$ cat config.mk
export PLATFORM = sky130hd
export DESIGN_NAME = sorted_key_index_flat
export DESIGN_NICKNAME = d
export VERILOG_FILES = /design/src/hw/rtl/ski_pkg.sv /design/src/hw/rtl/ski_req_if.sv /design/src/hw/rtl/ski_rsp_if.sv /design/src/hw/rtl/sorted_key_index.sv /design/src/flat_wrapper.sv
export SDC_FILE = /design/constraint.sdc
export NUM_CORES = 2
export LEC_CHECK = 0
export BUFFER_PORTS_ARGS = -buffer_cell sky130_fd_sc_hd__buf_2
export CAP_MARGIN = 20
export CORE_UTILIZATION = 40
export CTS_BUF_LIST = sky130_fd_sc_hd__clkbuf_8
export CTS_CLUSTER_SIZE = 14
export DETAILED_ROUTE_END_ITERATION = 10
export GPL_TIMING_DRIVEN = 0
export SETUP_SLACK_MARGIN = 0.5
export SYNTH_ARGS = -nofsm -noshare
export SYNTH_HDL_FRONTEND = slang
export SYNTH_SLANG_ARGS = --single-unit
$ cat constraint.sdc
create_clock -name clk -period 4.98 [get_ports clk]
set_clock_uncertainty 0.05 [all_clocks]
set_input_delay 0 -clock clk [delete_from_list [all_inputs] [get_ports clk]]
set_output_delay 0 -clock clk [all_outputs]
set_load 0.005 [all_outputs]
$ cat src/hw/rtl/ski_pkg.sv
// ----------------------------------------------------------------------------
// ski_pkg
// Shared types, codes and the microcode table of the sorted key index.
// ----------------------------------------------------------------------------
package ski_pkg;

  localparam int KEY_BITS     = 32;
  localparam int POS_BITS     = 6;
  localparam int STATUS_BITS  = 3;
  localparam int CAPACITY_DEF = 64;

  // request operations
  localparam logic OP_INSERT = 1'b0;
  localparam logic OP_LOOKUP = 1'b1;

  // result status codes
  localparam logic [STATUS_BITS-1:0] ST_INSERTED  = 3'd0;
  localparam logic [STATUS_BITS-1:0] ST_DUPLICATE = 3'd1;
  localparam logic [STATUS_BITS-1:0] ST_FOUND     = 3'd2;
  localparam logic [STATUS_BITS-1:0] ST_NOT_FOUND = 3'd3;
  localparam logic [STATUS_BITS-1:0] ST_FULL      = 3'd4;

  typedef logic [3:0] step_t;

  // program steps
  localparam step_t S_IDLE      = 4'd0;
  localparam step_t S_PROBE_MID = 4'd1;
  localparam step_t S_NARROW    = 4'd2;
  localparam step_t S_PROBE_LO  = 4'd3;
  localparam step_t S_DECIDE    = 4'd4;
  localparam step_t S_SHIFT_RD  = 4'd5;
  localparam step_t S_SHIFT_WR  = 4'd6;
  localparam step_t S_STORE     = 4'd7;
  localparam step_t S_RESPOND   = 4'd8;

  typedef enum logic [2:0] {
    A_ACCEPT,
    A_PROBE_MID,
    A_NARROW,
    A_PROBE_LO,
    A_DECIDE,
    A_SHIFT_RD,
    A_SHIFT_WR,
    A_STORE
  } act_t;

  typedef enum logic [1:0] {
    W_NONE,
    W_REQ,
    W_RSP
  } wait_t;

  typedef enum logic [2:0] {
    J_NEVER,
    J_ALWAYS,
    J_SEARCH_DONE,
    J_NO_SHIFT,
    J_SHIFT_DONE,
    J_SHIFT_MORE
  } jump_t;

  typedef struct packed {
    act_t  act;
    logic  respond;
    wait_t wait_c;
    jump_t jump_c;
    step_t target;
  } ucode_t;

  typedef struct packed {
    logic [KEY_BITS-1:0] key;
    logic [POS_BITS-1:0] pos;
  } entry_t;

  function automatic ucode_t ucode_rom(input step_t step);
    ucode_t uc;
    unique case (step)
      S_IDLE:      uc = '{A_ACCEPT,    1'b0, W_REQ,  J_NEVER,       S_IDLE};
      S_PROBE_MID: uc = '{A_PROBE_MID, 1'b0, W_NONE, J_SEARCH_DONE, S_PROBE_LO};
      S_NARROW:    uc = '{A_NARROW,    1'b0, W_NONE, J_ALWAYS,      S_PROBE_MID};
      S_PROBE_LO:  uc = '{A_PROBE_LO,  1'b0, W_NONE, J_NEVER,       S_IDLE};
      S_DECIDE:    uc = '{A_DECIDE,    1'b0, W_NONE, J_NO_SHIFT,    S_RESPOND};
      S_SHIFT_RD:  uc = '{A_SHIFT_RD,  1'b0, W_NONE, J_SHIFT_DONE,  S_STORE};
      S_SHIFT_WR:  uc = '{A_SHIFT_WR,  1'b0, W_NONE, J_SHIFT_MORE,  S_SHIFT_WR};
      S_STORE:     uc = '{A_STORE,     1'b0, W_NONE, J_NEVER,       S_IDLE};
      S_RESPOND:   uc = '{A_PROBE_LO,  1'b1, W_RSP,  J_ALWAYS,      S_IDLE};
      default:     uc = '{A_PROBE_LO,  1'b0, W_NONE, J_ALWAYS,      S_IDLE};
    endcase
    return uc;
  endfunction

endpackage

$ cat src/hw/rtl/ski_req_if.sv
// ----------------------------------------------------------------------------
// ski_req_if
// Request channel of the sorted key index: operation and key.
// ----------------------------------------------------------------------------
interface ski_req_if
  import ski_pkg::*;
  ();
  logic                       valid;
  logic                       ready;
  logic                       op;
  logic signed [KEY_BITS-1:0] key;

  modport source (output valid, output op, output key, input ready);
  modport sink   (input valid, input op, input key, output ready);
endinterface

$ cat src/hw/rtl/ski_rsp_if.sv
// ----------------------------------------------------------------------------
// ski_rsp_if
// Result channel of the sorted key index: status and record position.
// ----------------------------------------------------------------------------
interface ski_rsp_if
  import ski_pkg::*;
  ();
  logic                   valid;
  logic                   ready;
  logic [STATUS_BITS-1:0] status;
  logic [POS_BITS-1:0]    position;

  modport source (output valid, output status, output position, input ready);
  modport sink   (input valid, input status, input position, output ready);
endinterface

$ cat src/hw/rtl/sorted_key_index.sv
// ----------------------------------------------------------------------------
// sorted_key_index
// Sorted key table with binary search lookup and shifting insert.
// ----------------------------------------------------------------------------
// Usage: requests arrive on req (op, key); each request gives exactly one
// result on rsp (status, position), in request order. Insert (op 0) adds a
// new key with position equal to the current entry count, or answers
// duplicate / table full. Lookup (op 1) answers found with the stored
// position, or not found.
// One request is worked on at a time by a small microcode sequencer over a
// single-port-read, single-port-write table memory with registered read data.
// Work from a request being taken to its result being takeable:
//   lookup: a binary search, each search step (probe, narrow) waiting on
//   the memory read, then a probe of the found slot and a decision
//   insert: the same, then the larger entries are moved up, one per cycle,
//   and the new key is stored
// The next request is taken in the cycle the result first shows; the longest
// request is a new smallest key into 63 entries.
// Reset empties the table (count to zero); the memory is not cleared.
// When the receiver stalls, the result stays in the output register; the
// next request is still taken and worked on, but its result waits until the
// held one has gone.
// ----------------------------------------------------------------------------
module sorted_key_index
  import ski_pkg::*;
#(
  parameter int CAPACITY = CAPACITY_DEF
) (
  input  logic      clk,
  input  logic      rst,
  ski_req_if.sink   req,
  ski_rsp_if.source rsp
);

  localparam int AW = $clog2(CAPACITY);
  localparam int CW = $clog2(CAPACITY + 1);
  localparam logic [KEY_BITS-1:0] SIGN_FLIP = {1'b1, {(KEY_BITS-1){1'b0}}};

  entry_t mem [CAPACITY];
  entry_t rd_q;
  logic   [AW-1:0] rd_addr;
  logic            mem_we;
  logic   [AW-1:0] mem_wa;
  entry_t          mem_wd;

  step_t  pc, pc_next;
  ucode_t uc;
  logic   stall;
  logic   jump;

  logic                   op, op_next;
  logic [KEY_BITS-1:0]    okey, okey_next;
  logic [CW-1:0]          lo, lo_next;
  logic [CW-1:0]          hi, hi_next;
  logic [CW-1:0]          mid, mid_next;
  logic [CW-1:0]          j, j_next;
  logic [CW-1:0]          count, count_next;
  logic [STATUS_BITS-1:0] status_q, status_next;
  logic [POS_BITS-1:0]    pos_q, pos_next;

  logic [CW-1:0] mid_w;
  logic          hit;
  logic          full;
  logic          need_shift;

  logic                   rsp_valid;
  logic [STATUS_BITS-1:0] rsp_status;
  logic [POS_BITS-1:0]    rsp_position;
  logic                   respond;

  assign uc     = ucode_rom(pc);
  assign mid_w  = CW'(({1'b0, lo} + {1'b0, hi}) >> 1);
  assign hit    = (lo < count) && (rd_q.key == okey);
  assign full   = (count == CW'(CAPACITY));
  assign need_shift = (op == OP_INSERT) && !hit && !full;

  // sequencer: wait, jump and step
  always_comb begin
    unique case (uc.wait_c)
      W_REQ:   stall = !req.valid;
      W_RSP:   stall = rsp_valid && !rsp.ready;
      default: stall = 1'b0;
    endcase
    unique case (uc.jump_c)
      J_ALWAYS:      jump = 1'b1;
      J_SEARCH_DONE: jump = !(lo < hi);
      J_NO_SHIFT:    jump = !need_shift;
      J_SHIFT_DONE:  jump = !(j > lo);
      J_SHIFT_MORE:  jump = ({1'b0, j} > ({1'b0, lo} + (CW+1)'(1)));
      default:       jump = 1'b0;
    endcase
    if (stall) begin
      pc_next = pc;
    end else if (jump) begin
      pc_next = uc.target;
    end else begin
      pc_next = pc + step_t'(1);
    end
  end

  assign req.ready = (uc.act == A_ACCEPT);
  assign respond   = uc.respond && !stall;

  // datapath decode of the control word
  always_comb begin
    op_next     = op;
    okey_next   = okey;
    lo_next     = lo;
    hi_next     = hi;
    mid_next    = mid;
    j_next      = j;
    count_next  = count;
    status_next = status_q;
    pos_next    = pos_q;
    rd_addr     = lo[AW-1:0];
    mem_we      = 1'b0;
    mem_wa      = lo[AW-1:0];
    mem_wd      = rd_q;
    if (!stall) begin
      unique case (uc.act)
        A_ACCEPT: begin
          op_next   = req.op;
          okey_next = req.key ^ SIGN_FLIP;
          lo_next   = '0;
          hi_next   = count;
        end
        A_PROBE_MID: begin
          rd_addr  = mid_w[AW-1:0];
          mid_next = mid_w;
        end
        A_NARROW: begin
          if (rd_q.key < okey) begin
            lo_next = mid + CW'(1);
          end else begin
            hi_next = mid;
          end
        end
        A_PROBE_LO: begin
          rd_addr = lo[AW-1:0];
        end
        A_DECIDE: begin
          j_next   = count;
          pos_next = '0;
          if (op == OP_LOOKUP) begin
            status_next = hit ? ST_FOUND : ST_NOT_FOUND;
            if (hit) begin
              pos_next = rd_q.pos;
            end
          end else if (hit) begin
            status_next = ST_DUPLICATE;
          end else if (full) begin
            status_next = ST_FULL;
          end else begin
            status_next = ST_INSERTED;
            pos_next    = POS_BITS'(count);
          end
        end
        A_SHIFT_RD: begin
          rd_addr = AW'(j - CW'(1));
        end
        A_SHIFT_WR: begin
          // move one entry up and fetch the one below it
          mem_we  = 1'b1;
          mem_wa  = j[AW-1:0];
          mem_wd  = rd_q;
          j_next  = j - CW'(1);
          rd_addr = AW'(j - CW'(2));
        end
        A_STORE: begin
          mem_we     = 1'b1;
          mem_wa     = lo[AW-1:0];
          mem_wd     = '{key: okey, pos: pos_q};
          count_next = count + CW'(1);
        end
        default: begin
        end
      endcase
    end
  end

  always_ff @(posedge clk) begin
    if (mem_we) begin
      mem[mem_wa] <= mem_wd;
    end
    rd_q <= mem[rd_addr];
  end

  always_ff @(posedge clk) begin
    op       <= op_next;
    okey     <= okey_next;
    lo       <= lo_next;
    hi       <= hi_next;
    mid      <= mid_next;
    j        <= j_next;
    status_q <= status_next;
    pos_q    <= pos_next;
    if (respond) begin
      rsp_status   <= status_q;
      rsp_position <= pos_q;
    end
  end

  always_ff @(posedge clk) begin
    if (rst) begin
      pc        <= S_IDLE;
      count     <= '0;
      rsp_valid <= 1'b0;
    end else begin
      pc    <= pc_next;
      count <= count_next;
      if (respond) begin
        rsp_valid <= 1'b1;
      end else if (rsp.ready) begin
        rsp_valid <= 1'b0;
      end
    end
  end

  assign rsp.valid    = rsp_valid;
  assign rsp.status   = rsp_status;
  assign rsp.position = rsp_position;

  // table never holds more than its capacity
  a_count_bound : assert property (@(posedge clk) disable iff (rst)
    count <= CW'(CAPACITY))
    else $error("entry count beyond capacity");

  // the table is written only while moving entries or storing the new one
  a_write_steps : assert property (@(posedge clk) disable iff (rst)
    mem_we |-> (pc == S_SHIFT_WR || pc == S_STORE))
    else $error("table written outside insert steps");

  // shifting only happens for an insert that was decided as inserted
  a_shift_inserted : assert property (@(posedge clk) disable iff (rst)
    (pc == S_SHIFT_RD || pc == S_SHIFT_WR || pc == S_STORE) |->
      (status_q == ST_INSERTED && op == OP_INSERT))
    else $error("shift without an accepted insert");

  // one request at a time: no new request right after one is taken
  a_one_at_a_time : assert property (@(posedge clk) disable iff (rst)
    (req.valid && req.ready) |=> !req.ready)
    else $error("request taken while busy");

  // count only grows by the store step
  a_count_step : assert property (@(posedge clk) disable iff (rst)
    (count != $past(count)) |-> ($past(pc) == S_STORE && count == $past(count) + CW'(1)))
    else $error("count changed outside store");

endmodule
$ cat src/flat_wrapper.sv
// flat-port wrapper written by rule: the top's interface ports become plain ports
module sorted_key_index_flat import ski_pkg::*;
#(
  parameter int CAPACITY = CAPACITY_DEF
)
  (clk, rst, req_valid, req_op, req_key, req_ready, rsp_valid, rsp_status, rsp_position, rsp_ready);
  ski_req_if req_i ();
  ski_rsp_if rsp_i ();
  input  logic clk;
  input  logic rst;
  input wire logic [$bits(req_i.valid)-1:0] req_valid;
  input wire logic [$bits(req_i.op)-1:0] req_op;
  input wire logic [$bits(req_i.key)-1:0] req_key;
  output wire logic [$bits(req_i.ready)-1:0] req_ready;
  output wire logic [$bits(rsp_i.valid)-1:0] rsp_valid;
  output wire logic [$bits(rsp_i.status)-1:0] rsp_status;
  output wire logic [$bits(rsp_i.position)-1:0] rsp_position;
  input wire logic [$bits(rsp_i.ready)-1:0] rsp_ready;
  assign req_i.valid = req_valid;
  assign req_i.op = req_op;
  assign req_i.key = req_key;
  assign req_ready = req_i.ready;
  assign rsp_valid = rsp_i.valid;
  assign rsp_status = rsp_i.status;
  assign rsp_position = rsp_i.position;
  assign rsp_i.ready = rsp_ready;
  sorted_key_index #(.CAPACITY(CAPACITY)) u_core (.clk(clk), .rst(rst), .req(req_i), .rsp(rsp_i));
endmodule
==> impl_metrics.env <==
export IMPL_status="complete, but fails checks"
export IMPL_violations="DRC"
export IMPL_synth_area_leader_cell="edfxtp_1"
export IMPL_power_switching_mw=38.6
export IMPL_vdd_drop_max_uv=457
export IMPL_place_ws_ps=-1500
export IMPL_p_per_area_mw_per_mm2=726
export IMPL_io_buffers=47
export IMPL_firstDrtPassIters=11
export IMPL_drv_cap=0
export IMPL_die_h_um=502
export IMPL_worst_pin_slew_ps=1210
export IMPL_fin_crit_sh_pct=95.3
export IMPL_die_w_um=502
export IMPL_switching_share_pct=43.8
export IMPL_max_freq_ghz=0.211
export IMPL_synth_top_area_share_pct=75.3
export IMPL_syn_area_per_cell_um2=17.3
export IMPL_crit_type="flip-flop to flip-flop"
export IMPL_viasPerCell=6.05
export IMPL_cts_buffers=421
export IMPL_power_frac_seq_pct=31.5
export IMPL_dp_cells=9375
export IMPL_path_clk_slew_ps=60
export IMPL_final_util_pct=48.8
export IMPL_ant_nets=0
export IMPL_yosys_register_bits=2572
export IMPL_fin_area_mm2=0.121
export IMPL_clk_latency_ps=1160
export IMPL_yosysMostFrequentCell="edfxtp_1"
export IMPL_grt_pass1_wl_um=465000
export IMPL_cts_num_sinks=2572
export IMPL_drt_iter0_drc=9278
export IMPL_final_fill_count=20600
export IMPL_period_needed_ps=4750
export IMPL_antenna_found_initial=26
export IMPL_relSlewSlack_pct=18.8
export IMPL_htree_levels=5
export IMPL_clockBufferDepth=4
export IMPL_initial_utilization_pct=40.2
export IMPL_drt_total_wl_um=339000
export IMPL_dieArea_mm2=0.252
export IMPL_boundaryPins=48
export IMPL_post_dp_cell_area_mm2=0.109
export IMPL_combPwrFrac_pct=49.2
export IMPL_fin_ws_ps=233
export IMPL_fin_nets=6819
export IMPL_required_ps=5650
export IMPL_async_flop_share_pct=0
export IMPL_syn_nets=5923
export IMPL_synth_warnings=0
export IMPL_drive_above_1_share_pct=25.7
export IMPL_cp_data_arrival_time_ps=5420
export IMPL_hold_class="primary input to flip-flop"
export IMPL_synth_area_mm2=0.100
export IMPL_routabilityCongestion=0.972
export IMPL_syn_to_final_growth_pct=21.2
export IMPL_end_kind="flip-flop"
export IMPL_core_area_mm2=0.249
export IMPL_grt_max_degree=45
export IMPL_vias=62700
export IMPL_synth_ff_type="edfxtp_1"
export IMPL_synth_area_leaders="edfxtp_1, mux4_2, a21oi_1, nand2_1, a221oi_1"
export IMPL_worstPathMaxFanout=11
export IMPL_power_leakage_nw=39.7
export IMPL_setup_viol=0
export IMPL_synth_edff_count=2511
export IMPL_tritoncts="built"
export IMPL_route_detailed_drc=2
export IMPL_rows=183
export IMPL_internal_power_mw=49.6
export IMPL_cts_root_buf="clkbuf_8"
export IMPL_finalNonFillerCells=10400
export IMPL_slew_viol_final=0
export IMPL_seq_area_frac_synth_pct=76.5
export IMPL_finalHoldViolCount=0
export IMPL_clkPwrFrac_pct=19.3
export IMPL_synthCells=5807
export IMPL_rsz0062_at_grt="true"
export IMPL_cp_start_kind="flip-flop"
export IMPL_track_usage_pct=26.3
export IMPL_synth_commonest_cells="edfxtp_1, nand2_1, a21oi_1"
export IMPL_ys_types=68
export IMPL_hpwl_um=223000
export IMPL_grt_pass1_vias=60700
export IMPL_wl_per_cell_um=32.7
export IMPL_grt_overflow_total=0
[placed cells by master (no fill, tap or decap), types with 13 or more instances in the layout]
| master | instances |
|---|---|
| buf_6 | 37 |
| nor2_1 | 39 |
| clkbuf_4 | 19 |
| clkbuf_8 | 441 |
| nand2_1 | 712 |
| o21ai_0 | 26 |
| o2111ai_1 | 37 |
| nand3_1 | 25 |
| ha_1 | 78 |
| o21ai_4 | 32 |
| buf_16 | 46 |
| nand2_2 | 13 |
| o31ai_4 | 48 |
| dlygate4sd3_1 | 82 |
| mux4_2 | 304 |
| xnor2_1 | 19 |
| edfxtp_1 | 2511 |
| a21o_1 | 24 |
| nor2_4 | 71 |
| clkbuf_1 | 127 |
| a21oi_1 | 637 |
| dfxtp_1 | 61 |
| o31ai_1 | 22 |
| a221oi_2 | 92 |
| nor3_1 | 27 |
| nor2_2 | 14 |
| clkinv_2 | 46 |
| o31ai_2 | 46 |
| buf_2 | 82 |
| clkbuf_2 | 82 |
| diode_2 | 14 |
| nor3_2 | 21 |
| a221oi_1 | 204 |
| inv_1 | 195 |
| buf_4 | 186 |
| buf_8 | 16 |
| a22o_1 | 149 |
| buf_12 | 136 |
| clkinv_1 | 106 |
[final timing paths]
kind / start / endpoint / slack [ps] / cells after the start
min: req_key[25] / u_core.okey[25] / 80 / 3
max reg2reg: u_core.uc[7] / u_core.mem[41][11] / 230 / 9
min reg2reg: u_core.status_q[2] / u_core.rsp.status[2] / 380 / 0
max: u_core.uc[7] / u_core.mem[41][11] / 230 / 9
[per-stage QoR]
step / hold WS [ps] / setup TNS (ps) / power (mW)
after global placement: 129 / - / 64.3
after CTS: 1.18 / 0 / 86.7
after global routing: 39.3 / 0 / 90.0
after floorplan: 48.9 / 0 / 48.0
final: 75.0 / 0 / 88.2
after detailed placement: 128 / -116680 / 66.6
[power groups by stage]
stage,clock network [mW],registers [mW],logic [mW]
4_1_cts,17.2,27.7,41.8
5_1_grt,18.1,27.7,44.2
6_report,17.0,27.7,43.4
3_5_place_dp,0,28.2,38.4
2_1_floorplan,0,28.3,19.7
3_3_place_gp,0,29.1,35.1
[flip-flops by register name, summed over array words and instances, names as in the netlist, 4 cells and up]
name and flops:
u_core.count 7, u_core.hi 7, u_core.j 7, u_core.lo 7, u_core.mem 2432, u_core.mid 7, u_core.okey 32, u_core.pc 4
u_core.pos_q 6, u_core.rd_q 38, u_core.rsp.position 6, u_core.uc 11
[logic make-up (layout without fill, tap and decap cells)]
kind of cell    Yosys count  in the layout  synth area share [%]
other cells               0             14                     0
fa+ha+maj                79             79                 0.994
compound gates         1394           1394                  9.39
xor+xnor                 26             26                 0.227
buf+inv                 449           1634                  2.03
mux                     313            313                  6.92
simple gates            974            993                  3.94
flops                  2572           2572                  76.5
[cell type report]
type                    instances  area (um2)  area share [%]
plain buffers                 373        2270            1.87
flip-flops and latches       2572       76600            63.1
diodes                         14        35.0          0.0288
multi-input cells            2805       24300            20.0
well taps                    3330        4170            3.43
repair buffers                454        6210            5.11
inverters                      76         288           0.237
clock buffers                 435        5990            4.93
clock inverters               296        1540            1.27
[timing repair]
item	in CTS	in global routing
gates resized for setup	497	25
setup buffers	94	37
hold buffers	82	0
cloned	17	4
pin swaps	61	17
setup endpoints to repair	2097	2337
endpoints found under the hold margin	58	0
[worst max-delay path: stages (launching register included)]
cell and delay (ps):
dfxtp_1 330, inv_1 50, ha_1 340, a21oi_1 320, clkbuf_2 380, nor2_2 180, clkbuf_1 260, o31ai_1 870
nand2_1 590, nor2_2 970
[per-layer routing]
metal / up-vias / global-route usage, % / wire [um]
met5: - / 0 / 294
met4: 16 / 16.7 / 25900
met3: 984 / 9.39 / 44300
met2: 4354 / 38.7 / 147000
met1: 32000 / 33.1 / 122000
li1: 25300 / - / -
Note: power is estimated with default switching activity, not from simulation.
